**src/rtl/ror_pkg.sv**
```systemverilog
// Shared types and constants for the record ring with offset lookup.
// Used by ror_cmp and ring_of_records_with_offset_lookup.
`default_nettype none

package ror_pkg;

  localparam int SIZE_W   = 16;
  localparam int HANDLE_W = 32;
  localparam int OFF_W    = 20;

  localparam logic KIND_ADD  = 1'b0;
  localparam logic KIND_FIND = 1'b1;

  typedef struct packed {
    logic              hit;
    logic [SIZE_W-1:0] rel;
  } cmp_res_t;

endpackage

`default_nettype wire

```
**src/rtl/ring_of_records_with_offset_lookup.sv**
```systemverilog
// Top level: ring of DEPTH records (handle, length) with offset lookup.
// Depends on ror_pkg and ror_cmp.
//
//   channel | direction | handshake             | payload
//   --------+-----------+-----------------------+-----------------------------------------
//   in      | input     | in_valid / in_ready   | kind, entry_size, entry_handle, char_pos
//   out     | output    | out_valid / out_ready | found, found_handle, found_size,
//           |           |                       | byte_offset, dropped_oldest
//
// An add passes from acceptance through DONE into the output register.
// A find passes through LOAD, one WALK step per record walked (at most the stored count,
// at most DEPTH) and DONE, or straight to DONE on an empty ring: one record per cycle
// through the single compare unit, fed by the registered read port of the record memory.
// in_ready is high only while the sequencer is idle; a waiting result in the output
// register does not block the next transaction until a second result is due.
// Synchronous reset empties the ring; record contents are not cleared.
`default_nettype none

module ring_of_records_with_offset_lookup
  import ror_pkg::*;
#(
  parameter int DEPTH = 16
) (
  input  wire logic                clk,
  input  wire logic                rst,
  input  wire logic                in_valid,
  output logic                     in_ready,
  input  wire logic                kind,
  input  wire logic [SIZE_W-1:0]   entry_size,
  input  wire logic [HANDLE_W-1:0] entry_handle,
  input  wire logic [OFF_W-1:0]    char_pos,
  output logic                     out_valid,
  input  wire logic                out_ready,
  output logic                     found,
  output logic [HANDLE_W-1:0]      found_handle,
  output logic [SIZE_W-1:0]        found_size,
  output logic [SIZE_W-1:0]        byte_offset,
  output logic                     dropped_oldest
);

  localparam int SLOT_W = $clog2(DEPTH);
  localparam int CNT_W  = $clog2(DEPTH + 1);
  localparam int SUM_W  = SIZE_W + CNT_W;
  localparam int BASE_W = ((SUM_W > OFF_W) ? SUM_W : OFF_W) + 1;

  localparam logic [SLOT_W-1:0] LAST_SLOT = SLOT_W'(DEPTH - 1);
  localparam logic [CNT_W-1:0]  FULL_CNT  = CNT_W'(DEPTH);

  localparam logic [1:0] ST_IDLE = 2'd0;
  localparam logic [1:0] ST_LOAD = 2'd1;
  localparam logic [1:0] ST_WALK = 2'd2;
  localparam logic [1:0] ST_DONE = 2'd3;

  logic [SIZE_W-1:0]   size_mem   [DEPTH];
  logic [HANDLE_W-1:0] handle_mem [DEPTH];

  logic [1:0]          state;
  logic [SLOT_W-1:0]   write_slot;
  logic [SLOT_W-1:0]   read_slot;
  logic [CNT_W-1:0]    stored_count;
  logic [SLOT_W-1:0]   slot;
  logic [CNT_W-1:0]    idx;
  logic [BASE_W-1:0]   base;
  logic [OFF_W-1:0]    offset;
  logic [SIZE_W-1:0]   size_q;
  logic [HANDLE_W-1:0] handle_q;

  logic                res_found;
  logic [HANDLE_W-1:0] res_handle;
  logic [SIZE_W-1:0]   res_size;
  logic [SIZE_W-1:0]   res_boff;
  logic                res_dropped;

  logic                in_fire;
  logic                add_fire;
  logic [SLOT_W-1:0]   write_slot_next;
  logic [SLOT_W-1:0]   slot_next;
  cmp_res_t            cmp;
  logic [BASE_W-1:0]   base_next;

  assign in_ready        = (state == ST_IDLE);
  assign in_fire         = in_valid && in_ready;
  assign add_fire        = in_fire && (kind == KIND_ADD);
  assign write_slot_next = (write_slot == LAST_SLOT) ? '0 : write_slot + 1'b1;
  assign slot_next       = (slot == LAST_SLOT) ? '0 : slot + 1'b1;

  ror_cmp #(
    .BASE_W (BASE_W)
  ) u_cmp (
    .offset    (offset),
    .base      (base),
    .len       (size_q),
    .res       (cmp),
    .base_next (base_next)
  );

  // record memory: one write port, one registered read port
  always_ff @(posedge clk) begin
    if (add_fire) begin
      size_mem[write_slot]   <= entry_size;
      handle_mem[write_slot] <= entry_handle;
    end
    size_q   <= size_mem[slot];
    handle_q <= handle_mem[slot];
  end

  always_ff @(posedge clk) begin
    if (rst) begin
      state        <= ST_IDLE;
      write_slot   <= '0;
      read_slot    <= '0;
      stored_count <= '0;
      slot         <= '0;
      idx          <= '0;
      out_valid    <= 1'b0;
    end else begin
      if (out_valid && out_ready && (state != ST_DONE)) begin
        out_valid <= 1'b0;
      end
      unique case (state)
        ST_IDLE: begin
          if (in_fire) begin
            res_found   <= 1'b0;
            res_handle  <= '0;
            res_size    <= '0;
            res_boff    <= '0;
            res_dropped <= 1'b0;
            if (kind == KIND_ADD) begin
              write_slot <= write_slot_next;
              if (stored_count == FULL_CNT) begin
                read_slot   <= write_slot_next;
                res_dropped <= 1'b1;
              end else begin
                stored_count <= stored_count + 1'b1;
              end
              state <= ST_DONE;
            end else begin
              offset <= char_pos;
              base   <= '0;
              idx    <= '0;
              slot   <= read_slot;
              state  <= (stored_count == '0) ? ST_DONE : ST_LOAD;
            end
          end
        end
        ST_LOAD: begin
          slot  <= slot_next;
          state <= ST_WALK;
        end
        ST_WALK: begin
          slot <= slot_next;
          base <= base_next;
          idx  <= idx + 1'b1;
          if (cmp.hit) begin
            res_found  <= 1'b1;
            res_handle <= handle_q;
            res_size   <= size_q;
            res_boff   <= cmp.rel;
            state      <= ST_DONE;
          end else if ((idx + 1'b1) == stored_count) begin
            state <= ST_DONE;
          end
        end
        ST_DONE: begin
          if (!out_valid || out_ready) begin
            out_valid      <= 1'b1;
            found          <= res_found;
            found_handle   <= res_handle;
            found_size     <= res_size;
            byte_offset    <= res_boff;
            dropped_oldest <= res_dropped;
            state          <= ST_IDLE;
          end
        end
        default: begin
          state <= ST_IDLE;
        end
      endcase
    end
  end

  a_count_bound : assert property (@(posedge clk) disable iff (rst)
    stored_count <= FULL_CNT)
    else $error("stored count beyond ring depth");

  a_full_slots : assert property (@(posedge clk) disable iff (rst)
    (stored_count == FULL_CNT) |-> (read_slot == write_slot))
    else $error("full ring with read and write slots apart");

  a_walk_index : assert property (@(posedge clk) disable iff (rst)
    (state == ST_WALK) |-> (idx < stored_count))
    else $error("walk past stored records");

  a_found_excl : assert property (@(posedge clk) disable iff (rst)
    out_valid |-> !(found && dropped_oldest))
    else $error("result both found and dropped");

  a_miss_zero : assert property (@(posedge clk) disable iff (rst)
    (out_valid && !found) |->
      (found_handle == '0 && found_size == '0 && byte_offset == '0))
    else $error("miss with nonzero record fields");

endmodule

`default_nettype wire

```
**src/rtl/ror_cmp.sv**
```systemverilog
// Shared compare unit of the find walk: tests one record against the offset.
// Depends on ror_pkg.
`default_nettype none

module ror_cmp
  import ror_pkg::*;
#(
  parameter int BASE_W = 23
) (
  input  wire logic [OFF_W-1:0]  offset,
  input  wire logic [BASE_W-1:0] base,
  input  wire logic [SIZE_W-1:0] len,
  output cmp_res_t               res,
  output logic [BASE_W-1:0]      base_next
);

  logic [BASE_W-1:0] diff;
  logic [BASE_W-1:0] len_ext;

  assign len_ext   = BASE_W'(len);
  assign diff      = BASE_W'(offset) - base;
  assign base_next = base + len_ext;

  always_comb begin
    res.hit = (len != '0) && !diff[BASE_W-1] && (diff < len_ext);
    res.rel = diff[SIZE_W-1:0];
  end

endmodule

`default_nettype wire

```
**config.mk**
```make
export PLATFORM = sky130hd
export DESIGN_NAME = ring_of_records_with_offset_lookup
export DESIGN_NICKNAME = d
export VERILOG_FILES = /design/src/rtl/ror_pkg.sv /design/src/rtl/ring_of_records_with_offset_lookup.sv /design/src/rtl/ror_cmp.sv
export SDC_FILE = /design/constraint.sdc
export NUM_CORES = 1
export LEC_CHECK = 0
export CAP_MARGIN = 10
export CORE_ASPECT_RATIO = 1.4
export CORE_UTILIZATION = 35
export CTS_CLUSTER_DIAMETER = 80
export CTS_CLUSTER_SIZE = 40
export DETAILED_ROUTE_END_ITERATION = 7
export DONT_BUFFER_PORTS = 1
export PLACE_DENSITY_LB_ADDON = 0.2
export SLEW_MARGIN = 20
export SYNTH_ARGS = -nofsm -noshare
export SYNTH_HDL_FRONTEND = slang
export SYNTH_HIERARCHICAL = 1
export SYNTH_SLANG_ARGS = --single-unit
```
**constraint.sdc**
```tcl
create_clock -name clk -period 20.3 [get_ports clk]
set_input_delay 2.03 -clock clk [delete_from_list [all_inputs] [get_ports clk]]
set_output_delay 2.03 -clock clk [all_outputs]
set_load 0.02 [all_outputs]
```
==> Flow_metrics.wiki, run 1 <==
{| class="wikitable"
! Metric !! Value
|-
| Level count of the clock H-tree || 2
|-
| Instance area at placement || 41450 um2
|-
| Antenna violation net count after detailed routing || 0
|-
| Number of core rows || 145
|-
| Crit end category || flop
|-
| Post-CTS Hold Fix Bufs || 0
|-
| Combinational Power Share || 22.7%
|-
| First-pass GRT wire length || 128600 um
|-
| # Max-Cap Violations || 0
|-
| EDFF count, synth || 942
|-
| Master cell of the clock root buffer || clkbuf_16
|-
| Fillers || 9960
|-
| Number of cells upsized or downsized after cts || 0
|-
| Clock-pin slew on the worst setup and hold paths || 130 ps
|-
| Maximum number of pins on one net before global-route repair || 66
|-
| Routed length per instance || 25.69 um
|-
| Critical path data required time || 20530 ps
|-
| CP max FO || 52
|-
| Buffers from clock root to sink, at most || 3
|-
| Total global routing overflow || 0
|-
| Final worst path period share || 25.70%
|-
| Total half-perimeter wirelength after legalization and detailed placement || 48660 um
|-
| Share of synthesized registers carrying an async set or reset || 0%
|-
| CORE AREA || 111900 um2
|-
| Routed vias || 17870
|-
| Starting utilization of the core area || 35.37%
|-
| Die Span Y || 400.0 um
|-
| Worst clock skew || 63.73 ps
|-
| Crit path time final || 5218 ps
|-
| Status || finished clean
|-
| Peak VDD IR || 0.05174 mV
|-
| Number of endpoints failing setup at the final stage || 0
|-
| Static leakage || 13.14 nW
|-
| Overall Global Routing Usage || 15.45%
|-
| Die Span X || 286.3 um
|-
| Synthesized Nets || 2076
|-
| CP startpoint || base[0]
|-
| Worst reg-to-reg path cell count || 21
|-
| Most used cells in the layout excluding fill and tap cells || edfxtp_1 (942), mux4_2 (240), and2_1 (89)
|-
| Netlist cell types || 79
|-
| Commonest non-fill, non-tap cell in the layout || edfxtp_1
|-
| Count of buffers inserted at the top-level ports || 0
|-
| Worst skew pair latency || 650 ps
|-
| Vias in the first global route || 18980
|-
| Routed via count divided by cell count || 5.201
|-
| Number of violations reported at the end of detailed-routing iteration 0 || 1288
|-
| Portion of the post-synthesis area used by sequential elements || 75.13%
|-
| Data arrival time at the worst-slack endpoint || 5440 ps
|-
| Gate count of the mapped netlist || 1938
|-
| Avg Inst Size Synth || 20.43 um2
|-
| # DRC || 0
|-
| Final sum of negative setup slack || 0 ps
|-
| I/O pins || 141
|-
| Clock tree from TritonCTS || done
|-
| Reg-to-reg setup timing slack || 15080 ps
|-
| Fraction of power consumed by the clock network || 22.9%
|-
| Flip-flop cell with the highest count after synthesis || edfxtp_1
|-
| Flip-flop and latch count after synthesis || 1015
|-
| Final wirelength || 88290 um
|-
| First-pass DRT Iterations || 5
|-
| Antenna violations before repair || 3
|-
| F_max || 0.1917 GHz
|-
| Final weighted congestion in routability-driven placement || 0.7878
|-
| Combined area of all synthesized cells || 39600 um2
|-
| Pwr dens || 111.2 nW/um2
|-
| Net switching fraction of the power || 28.34%
|-
| Nets || 2078
|-
| Switch Pwr || 1.350 mW
|-
| Number of buffers inserted during clock tree synthesis || 38
|-
| Startpoint kind of the worst setup timing path || flop
|-
| Max_slew headroom || 29.99%
|-
| Die Footprint || 114500 um2
|-
| Capturing instance or port of the critical path || res_size[1]
|-
| Class of the worst hold path || reg -> reg
|-
| Max-slew violations || 0
|-
| R2r startpoint || base[0]
|-
| Warning count from the yosys run || 6
|-
| Unrepaired setup endpoints after global routing || false
|-
| Diode count || 0
|-
| Layout cell share with drive strength beyond 1 || 19.53%
|-
| Hold violation total from the final report || 0
|-
| Relative contribution of sequential cells to total power || 54.4%
|-
| Syn-to-layout area delta || 8.149%
|-
| CTS Sinks || 1015
|-
| Final non-filler cell area || 42820 um2
|-
| Cell Int Power || 3.414 mW
|-
| CP Class || reg -> reg
|-
| Slew at the pin closest to its max-slew limit || 1050 ps
|-
| Endpoint of the worst-slack reg-to-reg timing path || res_size[1]
|-
| Buffers inserted by post-CTS timing repair || 0
|}
synth_stat cells, types with 2 or more instances:
library cell	instances	area share, %
buf_2	10	0.13
nor3_1	21	0.27
fa_1	2	0.10
nand4_1	10	0.16
a22oi_1	2	0.038
o21bai_1	4	0.076
a41oi_1	3	0.066
nor2_1	72	0.68
o21a_1	9	0.17
a31oi_1	4	0.063
o211ai_1	5	0.095
clkbuf_1	41	0.39
buf_6	15	0.43
and3_1	3	0.047
nand4b_1	3	0.066
dfxtp_1	73	3.7
buf_1	9	0.085
nand3_1	15	0.19
mux4_2	240	14
nor2b_1	14	0.22
edfxtp_1	942	71
a21oi_1	38	0.48
mux2i_1	5	0.13
o21ai_0	20	0.25
o2111ai_1	2	0.044
nor4_1	5	0.079
a21o_1	11	0.21
or2_2	2	0.032
o31a_1	3	0.066
nand2b_1	3	0.047
and2_1	89	1.4
xnor2_1	26	0.58
o21ai_1	6	0.076
or3_1	3	0.047
nand2_1	34	0.32
a21boi_1	2	0.038
a21boi_0	2	0.038
a211oi_1	7	0.13
ha_1	63	2.0
and3_2	2	0.038
xor2_1	14	0.31
a21oi_2	3	0.066
a311oi_1	4	0.088
inv_1	62	0.59
state kept, by name, indices dropped and copies added, names as in the netlist, 20 cells and up:
| signal | flops |
|---|---|
| found_handle | 32 |
| res_handle | 32 |
| size_mem | 256 |
| handle_q | 32 |
| base | 22 |
| offset | 20 |
| handle_mem | 512 |
final cells by class:
class                      instances  area, um2  area share, %
clock inverter                    19      349.1         0.8152
tap                             1470       1839          4.295
sequential                      1015      29760          69.50
timing repair buffer              40      300.3         0.7012
multi-input combinational        782       9306          21.73
clock buffer                      47       1027          2.399
inverter                          63      236.5         0.5522
metal layers:
metal | vias up | track usage, % | share of wire, %
li1 | 7766 | - | -
met1 | 9712 | 19.18 | 41
met2 | 313 | 28.24 | 53
met3 | 77 | 2.509 | 4.0
met4 | 2 | 3.132 | 1.6
met5 | - | 0 | 0.012
power by group through the flow:
stage	Combinational [mW]	Sequential [mW]	Clock (mW)
after floorplan	0.867	2.58	0
after global placement	1.09	2.64	0
after detailed placement	1.10	2.65	0
after CTS	1.11	2.60	1.14
after global routing	1.19	2.61	1.19
final	1.08	2.59	1.09
worst min path at each step:
| stage | to | start | slack, ps | cells past startpoint |
|---|---|---|---|---|
| floorplan | byte_offset[0] | res_boff[0] | 400 | 0 |
| global placement | found_size[4] | res_size[4] | 400 | 0 |
| detailed placement | byte_offset[13] | res_boff[13] | 400 | 0 |
| CTS | found_size[1] | res_size[1] | 380 | 0 |
| global route | found_size[1] | res_size[1] | 380 | 0 |
| finish | found_size[1] | res_size[1] | 380 | 0 |
worst max-delay path: stages, from the launching register on:
cell and delay, ps:
edfxtp_1 440, ha_1 240, fa_1 410, nor2b_1 180, o2111ai_1 120, nand4b_1 240
a21o_1 160, a21oi_1 90, nor2b_1 120, o21ai_0 80, a21oi_1 200, ha_1 270
nor2b_1 130, o21ai_0 160, o211ai_1 110, o2111ai_1 120, nand4_1 200, nor4_2 370
nand2b_1 220, nand2_1 80, nor3_2 140, buf_4 680
stage by stage:
step                      power [mW]  hold WS [ps]  cells  worst slack [ps]  utilization [%]
final                          4.764         379.4   3436             15080            38.26
after global routing           4.988         378.3   3436             14600            38.26
after CTS                      4.842         382.7   3436             15020            38.26
after detailed placement       3.750         404.5   3370             15090            37.03
after global placement         3.734         402.6   3370             15130            37.03
after floorplan                3.446         400.3   1938             12110                -
cells by family after synthesis:
family,count (synthesis),share of synthesized area (%)
multiplexers,246,13.81
AO/OA/AOI/OAI,143,2.481
flip-flops,1015,75.13
XOR/XNOR,40,0.8848
buffers and inverters,141,1.706
AND/OR/NAND/NOR,288,3.899
adder cells (fa/ha/maj),65,2.092
(Power assumes the default switching activity.)
==> run 2: changes to the inputs <==
- clock period: 20.3 -> 4.8 ns (I/O delays scaled with it)
==> Flow_metrics.wiki, run 2 (synthesized netlist as in run 1, its figures left out) <==
{| class="wikitable"
! Metric !! Value
|-
| Antenna violation net count after detailed routing || 0
|-
| F_max || 0.2228 GHz
|-
| Commonest non-fill, non-tap cell in the layout || edfxtp_1
|-
| Worst clock skew || 66.22 ps
|-
| Max-slew violations || 0
|-
| Reg-to-reg setup timing slack || 310 ps
|-
| Fillers || 9961
|-
| Slowest-stage cell, CP || edfxtp_1
|-
| Unrepaired setup endpoints after global routing || false
|-
| Total half-perimeter wirelength after legalization and detailed placement || 52280 um
|-
| Pwr dens || 472.7 nW/um2
|-
| Number of violations reported at the end of detailed-routing iteration 0 || 1311
|-
| Static leakage || 13.63 nW
|-
| Top Family by Delay on Critical Path || compound AO/OA/AOI/OAI gates
|-
| Final sum of negative setup slack || 0 ps
|-
| Status || finished clean
|-
| Crit end category || flop
|-
| Buffers from clock root to sink, at most || 3
|-
| Endpoint of the worst-slack reg-to-reg timing path || res_size[1]
|-
| CP max FO || 22
|-
| Max_slew headroom || 33.06%
|-
| Number of buffers inserted during clock tree synthesis || 41
|-
| Number of flip-flops in the largest register || 512
|-
| Master cell of the clock root buffer || clkbuf_16
|-
| Crit path time final || 4488 ps
|-
| First-pass GRT wire length || 134900 um
|-
| Level count of the clock H-tree || 2
|-
| Data arrival time at the worst-slack endpoint || 4830 ps
|-
| Critical path, cell by cell || inv_1, ha_1, nor2b_4, o31ai_4, a211oi_1, o21a_1, o21ai_0, a21boi_1, a311o_1, ha_1, nor3_1, o211ai_1, o2111ai_1, nand4_1, nor4_4, nand2b_4, nand2_2, nor3_4, buf_4, clkbuf_16
|-
| Starting utilization of the core area || 35.37%
|-
| Finished Layout Cells || 3525
|-
| Nets || 2158
|-
| Peak VDD IR || 0.3559 mV
|-
| Routed vias || 18350
|-
| Maximum number of pins on one net before global-route repair || 60
|-
| Hold violation total from the final report || 0
|-
| Instance area at placement || 41880 um2
|-
| Clock tree from TritonCTS || done
|-
| # Max-Cap Violations || 0
|-
| Critical path data required time || 5140 ps
|-
| R2r startpoint || base[1]
|-
| Largest stage delay, worst path || 460 ps
|-
| Die Span X || 286.3 um
|-
| Final non-filler cell area || 44250 um2
|-
| Die Span Y || 400.0 um
|-
| Capturing instance or port of the critical path || res_size[1]
|-
| CP startpoint || base[1]
|-
| # DRC || 0
|-
| Placed cells || 3372
|-
| CP most frequent cell || ha_1
|-
| Routed via count divided by cell count || 5.205
|-
| Worst reg-to-reg path cell count || 20
|-
| Number of endpoints failing setup at the final stage || 0
|-
| Count of buffers inserted at the top-level ports || 0
|-
| Top register by number of flip-flops || handle_mem
|-
| Number of core rows || 145
|-
| Number of buffer and inverter instances along the worst setup path || 3
|-
| First-pass DRT Iterations || 5
|-
| Layout cell share with drive strength beyond 1 || 19.78%
|-
| Worst skew pair latency || 670 ps
|-
| Final worst path period share || 93.49%
|-
| Total global routing overflow || 0
|-
| CTS Sinks || 1015
|-
| Die Footprint || 114500 um2
|-
| Vias in the first global route || 19090
|-
| Slew at the pin closest to its max-slew limit || 1002 ps
|-
| Routed length per instance || 26.52 um
|-
| Biggest registers after layout || handle_mem x512, size_mem x256
|-
| CP Class || reg -> reg
|-
| Class of the worst hold path || in -> reg
|-
| Antenna violations before repair || 16
|-
| Final weighted congestion in routability-driven placement || 0.8270
|-
| Startpoint kind of the worst setup timing path || flop
|-
| I/O pins || 141
|-
| Syn-to-layout area delta || 11.76%
|-
| Most used cells in the layout excluding fill and tap cells || edfxtp_1 (942), mux4_2 (240), and2_1 (88)
|-
| Final wirelength || 93490 um
|-
| CORE AREA || 111900 um2
|-
| Overall Global Routing Usage || 16.30%
|-
| Number of stages on the worst setup path || 20
|-
| Clock-pin slew on the worst setup and hold paths || 120 ps
|}
run 2: cell count changes in the layout (fill, tap and decap cells not counted), sizes merged, moves of 2 or more:
cell / delta
dlygate4sd3: +71
inv: +6
buf: +5
clkinv: +4
clkbuf: +3
diode: +2
run 2: metrics by stage:
step                      setup WS [ps]  total power, mW  util, %  hold WS, ps
after floorplan                  -295.0            14.56        -        400.3
after global placement            161.8            16.02    37.41        408.7
after detailed placement          64.60            16.08    37.41        404.5
after CTS                         11.91            21.16    39.47        11.50
after global routing              2.096            21.84    39.53        36.68
final                             312.5            20.92    39.53        65.23
run 2: worst min-delay path by stage:
stage,to,from,cells after the start,slack [ps]
finish,state[1],rst,2,70
global route,res_dropped,rst,1,40
CTS,state[1],rst,2,10
detailed placement,found_handle[2],res_handle[2],0,400
global placement,found_size[7],res_size[7],0,410
floorplan,byte_offset[0],res_boff[0],0,400
run 2: area by class of cell:
type | count | area (um2) | area share, %
Antenna cell | 2 | 5.005 | 0.01131
Timing Repair Buffer | 117 | 1431 | 3.234
Multi-Input combinational cell | 782 | 9388 | 21.21
Clock inverter | 27 | 534.3 | 1.207
Inverter | 63 | 236.5 | 0.5344
Tap cell | 1470 | 1839 | 4.156
Clock buffer | 49 | 1056 | 2.386
Sequential cell | 1015 | 29760 | 67.26
run 2: repair_timing:
action / CTS / global route
resized for setup: 0 / 6
hold buffers: 71 / 0
setup endpoints to repair: 0 / 66
setup buffers: 0 / 3
hold endpoints to repair: 812 / 0
run 2: power by group:
part           switching [mW]  internal, mW
Combinational            2.55          2.34
Clock                    3.07          1.87
Sequential              0.633          10.5
run 2: per-layer routing:
layer | wire length (um) | global-route usage (%) | vias up
li1 | - | - | 7943
met2 | 48000 | 28.53 | 352
met3 | 2947 | 1.991 | 101
met5 | 81 | 0 | -
met1 | 40650 | 21.72 | 9939
met4 | 1802 | 3.476 | 12
